[config.mk]
export PLATFORM = sky130hd
export DESIGN_NAME = pwm_capture_duty_period_unit
export DESIGN_NICKNAME = d
export VERILOG_FILES = /design/src/design/pcdp_pkg.sv /design/src/design/pcdp_edge_check.sv /design/src/design/pcdp_divider.sv /design/src/design/pwm_capture_duty_period_unit.sv
export SDC_FILE = /design/constraint.sdc
export NUM_CORES = 2
export LEC_CHECK = 0
export BUFFER_PORTS_ARGS = -buffer_cell sky130_fd_sc_hd__buf_2
export CORE_MARGIN = 8
export CORE_UTILIZATION = 65
export DETAILED_ROUTE_END_ITERATION = 10
export PLACE_DENSITY = 0.87
export SETUP_SLACK_MARGIN = 0.02
export SYNTH_ARGS = -nofsm -noshare
export SYNTH_HDL_FRONTEND = slang
export SYNTH_SLANG_ARGS = --single-unit
[constraint.sdc]
create_clock -name clk -period 18.7 [get_ports clk]
set_input_delay 2.805 -clock clk [delete_from_list [all_inputs] [get_ports clk]]
set_output_delay 2.805 -clock clk [all_outputs]
set_load 0.005 [all_outputs]
[src/design/pcdp_pkg.sv]
package pcdp_pkg;

  localparam int CHANNELS = 5;
  localparam int CH_W = (CHANNELS > 1) ? $clog2(CHANNELS) : 1;

  localparam int CHAN_W = 3;
  localparam int TIME_W = 32;
  localparam int TIMEOUT_W = 16;
  localparam int DUTY_W = 14;
  localparam int STATUS_W = 2;
  localparam int NUM_W = TIME_W + DUTY_W;
  localparam int TOL_W = TIME_W + 4;
  localparam int DIV_CNT_W = $clog2(DUTY_W + 1);

  localparam int IN_DATA_W = 4 * TIME_W;
  localparam int IN_USER_W = CHAN_W + 1;
  localparam int OUT_DATA_W = ((DUTY_W + TIME_W + 7) / 8) * 8;
  localparam int OUT_USER_W = CHAN_W + STATUS_W;

  localparam logic [TIMEOUT_W-1:0] TIMEOUT_RESET = TIMEOUT_W'(20);
  localparam logic [DUTY_W-1:0] DUTY_SCALE = DUTY_W'(10000);
  localparam logic [3:0] TOL_NUM = 4'd11;
  localparam logic [3:0] TOL_DEN = 4'd10;

  typedef enum logic [STATUS_W-1:0] {
    STAT_ACCEPT = 2'd0,
    STAT_REJECT = 2'd1,
    STAT_WAIT   = 2'd2,
    STAT_LOST   = 2'd3
  } status_t;

  typedef struct packed {
    logic              valid;
    logic [TIME_W-1:0] period;
    logic [NUM_W-1:0]  num;
  } chk_result_t;

endpackage

[src/design/pcdp_edge_check.sv]
module pcdp_edge_check
  import pcdp_pkg::*;
(
  input  logic                 clk,
  input  logic                 rst,
  input  logic                 start,
  input  logic [IN_DATA_W-1:0] edges,
  output logic                 done,
  output chk_result_t          result
);

  logic [5:0] step;

  logic [TIME_W-1:0] r1, r2, f1, f2;

  logic              ne_all;
  logic [TIME_W-1:0] p, p1;
  logic [TIME_W-1:0] drf1, dfr1, drf2, dfr2;
  logic              r1_lt_f1;
  logic              order_rise, order_fall;

  logic              tol_ok;
  logic [TIME_W-1:0] period;
  logic [TIME_W:0]   high_sum, low_sum;

  logic              rise_first, pos_ok;

  logic              pre_valid;
  logic [TIME_W-1:0] high;

  logic [TOL_W-1:0]  p_hi, p_lo, p1_hi, p1_lo;
  logic [TIME_W:0]   period_sum;
  logic [TIME_W-1:0] low_val;
  logic              order_ok_next, rf_next, pos_ok_next;
  logic              lt_f1_r2, lt_r2_f2, lt_f1_r1, lt_r1_f2, lt_f2_r2, lt_r2_f1, lt_f2_r1;

  assign lt_f1_r2 = f1 < r2;
  assign lt_r2_f2 = r2 < f2;
  assign lt_f1_r1 = f1 < r1;
  assign lt_r1_f2 = r1 < f2;
  assign lt_f2_r2 = f2 < r2;
  assign lt_r2_f1 = r2 < f1;
  assign lt_f2_r1 = f2 < r1;

  assign p_hi = TOL_W'(p) * TOL_W'(TOL_NUM);
  assign p_lo = TOL_W'(p) * TOL_W'(TOL_DEN);
  assign p1_hi = TOL_W'(p1) * TOL_W'(TOL_NUM);
  assign p1_lo = TOL_W'(p1) * TOL_W'(TOL_DEN);
  assign period_sum = {1'b0, p} + {1'b0, p1};
  assign low_val = low_sum[TIME_W:1];

  always_comb begin
    if (r1_lt_f1) begin
      if (drf1 < period) begin
        rf_next = 1'b1;
        pos_ok_next = 1'b1;
      end else if (dfr1 < period) begin
        rf_next = 1'b0;
        pos_ok_next = 1'b1;
      end else begin
        rf_next = 1'b0;
        pos_ok_next = 1'b0;
      end
    end else begin
      if (dfr1 < period) begin
        rf_next = 1'b0;
        pos_ok_next = 1'b1;
      end else if (drf1 < period) begin
        rf_next = 1'b1;
        pos_ok_next = 1'b1;
      end else begin
        rf_next = 1'b0;
        pos_ok_next = 1'b0;
      end
    end
  end

  assign order_ok_next = rise_first ? order_rise : order_fall;

  always_ff @(posedge clk) begin
    if (rst) begin
      step <= '0;
    end else begin
      step <= {step[4:0], start};
    end

    if (start) begin
      r1 <= edges[TIME_W-1:0];
      r2 <= edges[2*TIME_W-1:TIME_W];
      f1 <= edges[3*TIME_W-1:2*TIME_W];
      f2 <= edges[4*TIME_W-1:3*TIME_W];
    end

    if (step[0]) begin
      ne_all <= (r1 != r2) && (r1 != f1) && (r1 != f2) &&
                (r2 != f1) && (r2 != f2) && (f1 != f2);
      p <= r2 - r1;
      p1 <= f2 - f1;
      drf1 <= f1 - r1;
      dfr1 <= r1 - f1;
      drf2 <= f2 - r2;
      dfr2 <= r2 - f2;
      r1_lt_f1 <= r1 < f1;
      if (r1 < f1 && lt_f1_r2 && lt_r2_f2) begin
        order_rise <= 1'b1;
      end else if (lt_f1_r1) begin
        order_rise <= lt_f1_r2 && lt_r2_f2;
      end else if (lt_r2_f1) begin
        order_rise <= !lt_f2_r2;
      end else begin
        order_rise <= !lt_r2_f2;
      end
      if (lt_f1_r1 && lt_r1_f2 && lt_f2_r2) begin
        order_fall <= 1'b1;
      end else if (r1 < f1) begin
        order_fall <= lt_r1_f2 && lt_f2_r2;
      end else if (lt_f2_r1) begin
        order_fall <= !lt_r2_f2;
      end else begin
        order_fall <= !lt_f2_r2;
      end
    end

    if (step[1]) begin
      tol_ok <= (p_hi > p1_lo) && (p1_hi > p_lo);
      period <= period_sum[TIME_W:1];
      high_sum <= {1'b0, drf1} + {1'b0, drf2};
      low_sum <= {1'b0, dfr1} + {1'b0, dfr2};
    end

    if (step[2]) begin
      rise_first <= rf_next;
      pos_ok <= pos_ok_next;
    end

    if (step[3]) begin
      if (rise_first) begin
        high <= high_sum[TIME_W:1];
        pre_valid <= ne_all && tol_ok && pos_ok && order_ok_next;
      end else begin
        high <= period - low_val;
        pre_valid <= ne_all && tol_ok && pos_ok && order_ok_next && !(low_val > period);
      end
    end

    if (step[4]) begin
      result.valid <= pre_valid && (period != '0) && !(high > period);
      result.period <= period;
      result.num <= NUM_W'(high) * NUM_W'(DUTY_SCALE);
    end
  end

  assign done = step[5];

endmodule

[src/design/pcdp_divider.sv]
module pcdp_divider
  import pcdp_pkg::*;
(
  input  logic              clk,
  input  logic              rst,
  input  logic              start,
  input  logic [NUM_W-1:0]  num,
  input  logic [TIME_W-1:0] den,
  output logic              done,
  output logic [DUTY_W-1:0] quo
);

  logic                 busy;
  logic [DIV_CNT_W-1:0] cnt;
  logic [TIME_W-1:0]    rem;
  logic [DUTY_W-1:0]    low_bits;
  logic [TIME_W-1:0]    divisor;

  logic [TIME_W:0] trial;
  logic [TIME_W:0] diff;
  logic            ge;

  assign trial = {rem, low_bits[DUTY_W-1]};
  assign ge = trial >= {1'b0, divisor};
  assign diff = trial - {1'b0, divisor};

  always_ff @(posedge clk) begin
    if (rst) begin
      busy <= 1'b0;
      done <= 1'b0;
      cnt <= '0;
    end else begin
      done <= 1'b0;
      if (start) begin
        busy <= 1'b1;
        cnt <= DIV_CNT_W'(DUTY_W);
      end else if (busy) begin
        cnt <= cnt - 1'b1;
        if (cnt == DIV_CNT_W'(1)) begin
          busy <= 1'b0;
          done <= 1'b1;
        end
      end
    end

    if (start) begin
      rem <= num[NUM_W-1:DUTY_W];
      low_bits <= num[DUTY_W-1:0];
      divisor <= den;
    end else if (busy) begin
      rem <= ge ? diff[TIME_W-1:0] : trial[TIME_W-1:0];
      low_bits <= {low_bits[DUTY_W-2:0], 1'b0};
      quo <= {quo[DUTY_W-2:0], ge};
    end
  end

endmodule

[src/design/pwm_capture_duty_period_unit.sv]
// Channel   Dir  Handshake                  Payload (low bit first)
// s_axis    in   s_axis_tvalid/tready       tuser: channel, captures_ready
//                                           tdata: first_rise, second_rise,
//                                                  first_fall, second_fall
// m_axis    out  m_axis_tvalid/tready       tuser: channel_out, status
//                                           tdata: duty, period, zero pad
// cfg       in   cfg_valid/cfg_ready        cfg_data: timeout_reload
//
// A poll whose edges pass raises m_axis_tvalid after the edge checker, the divider load,
// the shared restoring divider for duty and the store.
// Rejected edges raise it after the edge checker; a poll without captures, or for an unused
// channel, raises it straight from idle. One poll at a time: s_axis_tready returns the
// cycle after the result transaction.
// Synchronous reset clears all channel state and loads timeout_reload with 20.
module pwm_capture_duty_period_unit
  import pcdp_pkg::*;
(
  input  logic                  clk,
  input  logic                  rst,
  input  logic                  s_axis_tvalid,
  output logic                  s_axis_tready,
  input  logic [IN_DATA_W-1:0]  s_axis_tdata,  // first_rise, second_rise, first_fall, second_fall
  input  logic [IN_USER_W-1:0]  s_axis_tuser,  // channel, captures_ready
  output logic                  m_axis_tvalid,
  input  logic                  m_axis_tready,
  output logic [OUT_DATA_W-1:0] m_axis_tdata,  // duty, period, zero pad
  output logic [OUT_USER_W-1:0] m_axis_tuser,  // channel_out, status
  input  logic                  cfg_valid,
  output logic                  cfg_ready,
  input  logic [TIMEOUT_W-1:0]  cfg_data
);

  typedef enum logic [3:0] {
    ST_IDLE  = 4'b0001,
    ST_CHECK = 4'b0010,
    ST_DIV   = 4'b0100,
    ST_OUT   = 4'b1000
  } state_t;

  state_t state;

  logic [TIMEOUT_W-1:0] timeout_reload;
  logic [TIMEOUT_W-1:0] timeout_count [CHANNELS];
  logic [TIME_W-1:0]    stored_period [CHANNELS];
  logic [DUTY_W-1:0]    stored_duty [CHANNELS];

  logic [CHAN_W-1:0]  chan;
  logic [CH_W-1:0]    idx;
  logic [TIME_W-1:0]  pend_period;
  logic [CHAN_W-1:0]  out_chan;
  status_t            out_status;
  logic [DUTY_W-1:0]  out_duty;
  logic [TIME_W-1:0]  out_period;

  logic [CHAN_W-1:0]  in_chan;
  logic               in_ready;
  logic               in_range;
  logic               accept;
  logic [CH_W-1:0]    addr;
  logic               chk_start;
  logic               chk_done;
  chk_result_t        chk_res;
  logic               div_start;
  logic               div_done;
  logic [DUTY_W-1:0]  div_quo;

  assign in_chan = s_axis_tuser[CHAN_W-1:0];
  assign in_ready = s_axis_tuser[CHAN_W];
  assign in_range = 32'(in_chan) < CHANNELS;
  assign accept = s_axis_tvalid && s_axis_tready;
  assign s_axis_tready = state == ST_IDLE;
  assign cfg_ready = 1'b1;
  assign addr = (state == ST_IDLE) ? CH_W'(in_chan) : idx;
  assign chk_start = accept && in_range && in_ready;
  assign div_start = (state == ST_CHECK) && chk_done && chk_res.valid;

  assign m_axis_tvalid = state == ST_OUT;
  assign m_axis_tuser = {out_status, out_chan};
  assign m_axis_tdata = OUT_DATA_W'({out_period, out_duty});

  pcdp_edge_check u_check (
    .clk    (clk),
    .rst    (rst),
    .start  (chk_start),
    .edges  (s_axis_tdata),
    .done   (chk_done),
    .result (chk_res)
  );

  pcdp_divider u_div (
    .clk   (clk),
    .rst   (rst),
    .start (div_start),
    .num   (chk_res.num),
    .den   (chk_res.period),
    .done  (div_done),
    .quo   (div_quo)
  );

  always_ff @(posedge clk) begin
    if (rst) begin
      state <= ST_IDLE;
      timeout_reload <= TIMEOUT_RESET;
      for (int i = 0; i < CHANNELS; i++) begin
        timeout_count[i] <= '0;
        stored_period[i] <= '0;
        stored_duty[i] <= '0;
      end
    end else begin
      if (cfg_valid && cfg_ready) begin
        timeout_reload <= cfg_data;
      end
      case (state)
        ST_IDLE: begin
          if (accept) begin
            if (!in_range) begin
              state <= ST_OUT;
            end else if (in_ready) begin
              timeout_count[addr] <= timeout_reload;
              state <= ST_CHECK;
            end else if (timeout_count[addr] != '0) begin
              timeout_count[addr] <= timeout_count[addr] - 1'b1;
              state <= ST_OUT;
            end else begin
              stored_period[addr] <= '0;
              stored_duty[addr] <= '0;
              state <= ST_OUT;
            end
          end
        end
        ST_CHECK: begin
          if (chk_done) begin
            state <= chk_res.valid ? ST_DIV : ST_OUT;
          end
        end
        ST_DIV: begin
          if (div_done) begin
            stored_period[addr] <= pend_period;
            stored_duty[addr] <= div_quo;
            state <= ST_OUT;
          end
        end
        ST_OUT: begin
          if (m_axis_tready) begin
            state <= ST_IDLE;
          end
        end
        default: begin
          state <= ST_IDLE;
        end
      endcase
    end
  end

  always_ff @(posedge clk) begin
    case (state)
      ST_IDLE: begin
        if (accept) begin
          chan <= in_chan;
          idx <= CH_W'(in_chan);
          out_chan <= in_chan;
          if (!in_range) begin
            out_status <= STAT_REJECT;
            out_duty <= '0;
            out_period <= '0;
          end else if (!in_ready && timeout_count[addr] != '0) begin
            out_status <= STAT_WAIT;
            out_duty <= stored_duty[addr];
            out_period <= stored_period[addr];
          end else if (!in_ready) begin
            out_status <= STAT_LOST;
            out_duty <= '0;
            out_period <= '0;
          end
        end
      end
      ST_CHECK: begin
        if (chk_done) begin
          pend_period <= chk_res.period;
          out_chan <= chan;
          if (!chk_res.valid) begin
            out_status <= STAT_REJECT;
            out_duty <= stored_duty[addr];
            out_period <= stored_period[addr];
          end
        end
      end
      ST_DIV: begin
        if (div_done) begin
          out_status <= STAT_ACCEPT;
          out_duty <= div_quo;
          out_period <= pend_period;
        end
      end
      default: begin
      end
    endcase
  end

endmodule
==> summary.txt <==
Pwr
  • Peak supply drop: 0.100 mV
  • Net Sw Frac: 0.296
  • Switching pwr: 2.18 mW
  • Leak: 38.5 nW
  • Flop pwr share: 0.437
  • Combinational power share: 0.202
  • Internal Power: 5.20 mW
  • Power Dens Cells: 83.5 nW/µm²
  • Pwr Total: 7.38 mW
  • Clock Power Share: 0.361

Clocking
  • Clk_lat worst skew: 0.80 ns
  • Num CTS Buffers: 131
  • Longest Clk Path Bufs: 3
  • Cts hold-fix bufs: 0
  • H-tree depth: 4
  • Root buffer cell: clkbuf_16
  • CTS tree: built
  • Clock sinks: 1231
  • Postcts setup bufs: 0
  • Cts repair resizes: 0
  • Reg clk slew, reported paths: 0.06 ns

Routing
  • Detailed-route DRC error count: 0
  • Total iterations of the first detailed-routing run: 6
  • DRT antenna net count: 0
  • DR vias: 62000
  • Drt first-iter violations: 6724
  • Drt wl/cell: 25.1 µm
  • DR vias/cell: 6.38
  • Post-Route WL: 244000 µm

Place
  • PortBufs: 205
  • GP Congestion: 1.00
  • Hpwl dp: 186000 µm

Worst setup path
  • Crit-path max FO: 63
  • R2r setup slk: 11.87 ns
  • End of the worst register-to-register path: u_check.tol_ok
  • CP endpoint kind: register
  • Worst Path Required: 19.00 ns
  • Worst setup SP type: input pin
  • Critical path arrival: 7.76 ns
  • FF-to-FF Start: u_check.p1[1]
  • Crit path from: s_axis_tuser[0]
  • Reg2Reg Depth: 23
  • Critical path type: input pin to register
  • Critical Path End: timeout_count[3][13]

Logic synthesis
  • Main synth FF type: edfxtp_1
  • Post-synth top area cell: edfxtp_1
  • Mapped Cells: 7754
  • EDFF count, synth: 1199
  • Top cell type's share of synthesized area: 0.444
  • Netlist cell types: 95
  • Mean Syn Cell Area: 10.5 µm²
  • Synth warn: 0
  • Netlist Area Pre-Place: 81100 µm²
  • Post-synthesis sequential area ratio: 0.452
  • #FFs+latches synth: 1231
  • Fraction of registers with async set/reset: 0
  • Area contributors post-synth: edfxtp_1, ha_1, inv_1, fa_1, a21o_1

STA
  • Final setup TNS: 0 ns
  • Fin. Hold Viols: 0
  • Fin crit share: 0.399
  • Relative slew margins: 0.202
  • Clk_skew: 0.0365 ns
  • Final setup viols: 0
  • Min cycle time layout: 7.46 ns
  • Slew Limit Fails: 0
  • Max Freq: 134 MHz
  • Least-Margin Pin Slew: 1.19 ns
  • RSZ-0062 raised after global routing: no

GRT
  • Pin count of the biggest net entering global routing: 79
  • Global route overflow: 0
  • First-pass GRT wire length: 363000 µm
  • Gr busiest metal: met2
  • Met1 usage: 0.413
  • Initial antenna violation count: 5
  • Met2 usage: 0.595
  • GRT Overall Usage: 0.349
  • Vias in the first global route: 62900
  • GRT met3 Usage: 0.0580

Worst hold path
  • Min-delay worst type: register to register

Final layout
  • Most common cell after layout, fill and taps aside: edfxtp_1
  • Area Overhead vs Synth: 8.98%
  • Fraction of layout cells with a size suffix above 1: 0.0705
  • Most frequent cells in the layout: edfxtp_1, ha_1, inv_1
  • Nets: 9170

Die
  • # IOs: 209
  • Std cell rows: 129
  • Core ar.: 124000 µm²
  • Die height: 369 µm
  • Initial core utilization: 0.655
  • Die area: 136000 µm²
  • DIE WIDTH: 369 µm

Flow run
  • MaxCap Viol Count: 0

Outcome
  • Status: finished clean
-- final cells by class --
cell class / count / area (µm²)
diodes: 2 / 5.00
flip-flops and latches: 1231 / 36700
fillers: 8609 / 35400
clock inverters: 85 / 948
multi-input cells: 5461 / 40600
clock buffers: 151 / 3390
repair buffers: 259 / 1430
inverters: 889 / 3340
well taps: 1637 / 2050
-- how the worst min path moves through the flow --
stage	start	endpoint	slack, ns	cells past startpoint
floorplan	u_check.result[46]	pend_period[0]	0.42	0
global placement	u_check.result[69]	u_div.divisor[23]	0.43	0
detailed placement	u_check.result[69]	u_div.divisor[23]	0.43	0
CTS	u_check.result[69]	u_div.divisor[23]	0.45	0
global route	u_check.result[67]	u_div.divisor[21]	0.45	0
finish	u_check.result[69]	u_div.divisor[23]	0.45	0
-- logic make-up (layout without fill, tap and decap cells) --
group / Yosys count / after routing / share of synthesized area
other: 2 / 53 / 0.0000926
AND/OR/NAND/NOR: 1921 / 1921 / 0.109
XOR/XNOR: 458 / 458 / 0.0494
buffers and inverters: 1111 / 1384 / 0.0528
multiplexers: 106 / 106 / 0.0140
adder cells (fa/ha/maj): 1044 / 1044 / 0.175
flip-flops: 1231 / 1231 / 0.452
AO/OA/AOI/OAI: 1881 / 1881 / 0.148
-- through the flow --
step / hold WS (ns) / instances / setup slack (ns) / area, µm² / utilization
2_1_floorplan: 0.421 / 7803 / 9.48 / 81300 / -
3_3_place_gp: 0.427 / 9477 / 10.73 / 84100 / 0.679
3_5_place_dp: 0.433 / 9477 / 10.62 / 84100 / 0.679
4_1_cts: 0.447 / 9713 / 11.41 / 88400 / 0.714
5_1_grt: 0.454 / 9713 / 11.10 / 88400 / 0.714
6_report: 0.446 / 9715 / 11.24 / 88400 / 0.714
-- critical path, cell delays in order --
cell,delay (ns)
buf_2,0.27
mux2_4,0.48
buf_4,0.78
mux2i_1,0.30
o21ai_1,0.08
a221oi_1,0.63
nand4_1,0.28
nor4b_4,0.40
a31oi_2,0.13
buf_4,0.29
or2_4,0.37
nand2_4,0.26
nand2_1,0.62
-- registers in the layout (all words and copies together) (netlist names), 75 cells and up --
register        cells
stored_duty       112
stored_period     256
timeout_count     128
u_check.result     75
-- per-layer routing --
metal,wire [µm],up-vias,share of wire
met5,0,-,0
met4,17900,0,0.073
met3,20500,904,0.084
met2,116000,3493,0.48
met1,89200,29500,0.37
li1,-,28100,-
-- power groups by stage --
stage | Sequential (mW) | Combinational [mW] | Clock, mW
floorplan | 3.25 | 0.995 | 0
global placement | 3.27 | 1.41 | 0
detailed placement | 3.28 | 1.45 | 0
CTS | 3.22 | 1.46 | 2.67
global route | 3.23 | 1.61 | 2.77
finish | 3.22 | 1.49 | 2.67
-- cell usage after synthesis, types with 29 or more instances --
| cell | instances |
|---|---|
| o21a_1 | 64 |
| o221ai_1 | 29 |
| a31oi_1 | 82 |
| buf_1 | 32 |
| nand2_1 | 532 |
| dfxtp_1 | 32 |
| a211oi_1 | 40 |
| a21oi_1 | 522 |
| clkbuf_1 | 159 |
| nand4_1 | 93 |
| xor2_1 | 164 |
| mux2i_1 | 85 |
| nor3_1 | 78 |
| nor2b_1 | 83 |
| o22ai_1 | 108 |
| fa_1 | 156 |
| o21ai_0 | 362 |
| a21o_1 | 378 |
| ha_1 | 888 |
| nand2b_1 | 111 |
| xnor2_1 | 294 |
| nor2_1 | 709 |
| edfxtp_1 | 1199 |
| o21bai_1 | 59 |
| and3_1 | 43 |
| nand3_1 | 124 |
| inv_1 | 887 |
Note: power is estimated with default switching activity, not from simulation.
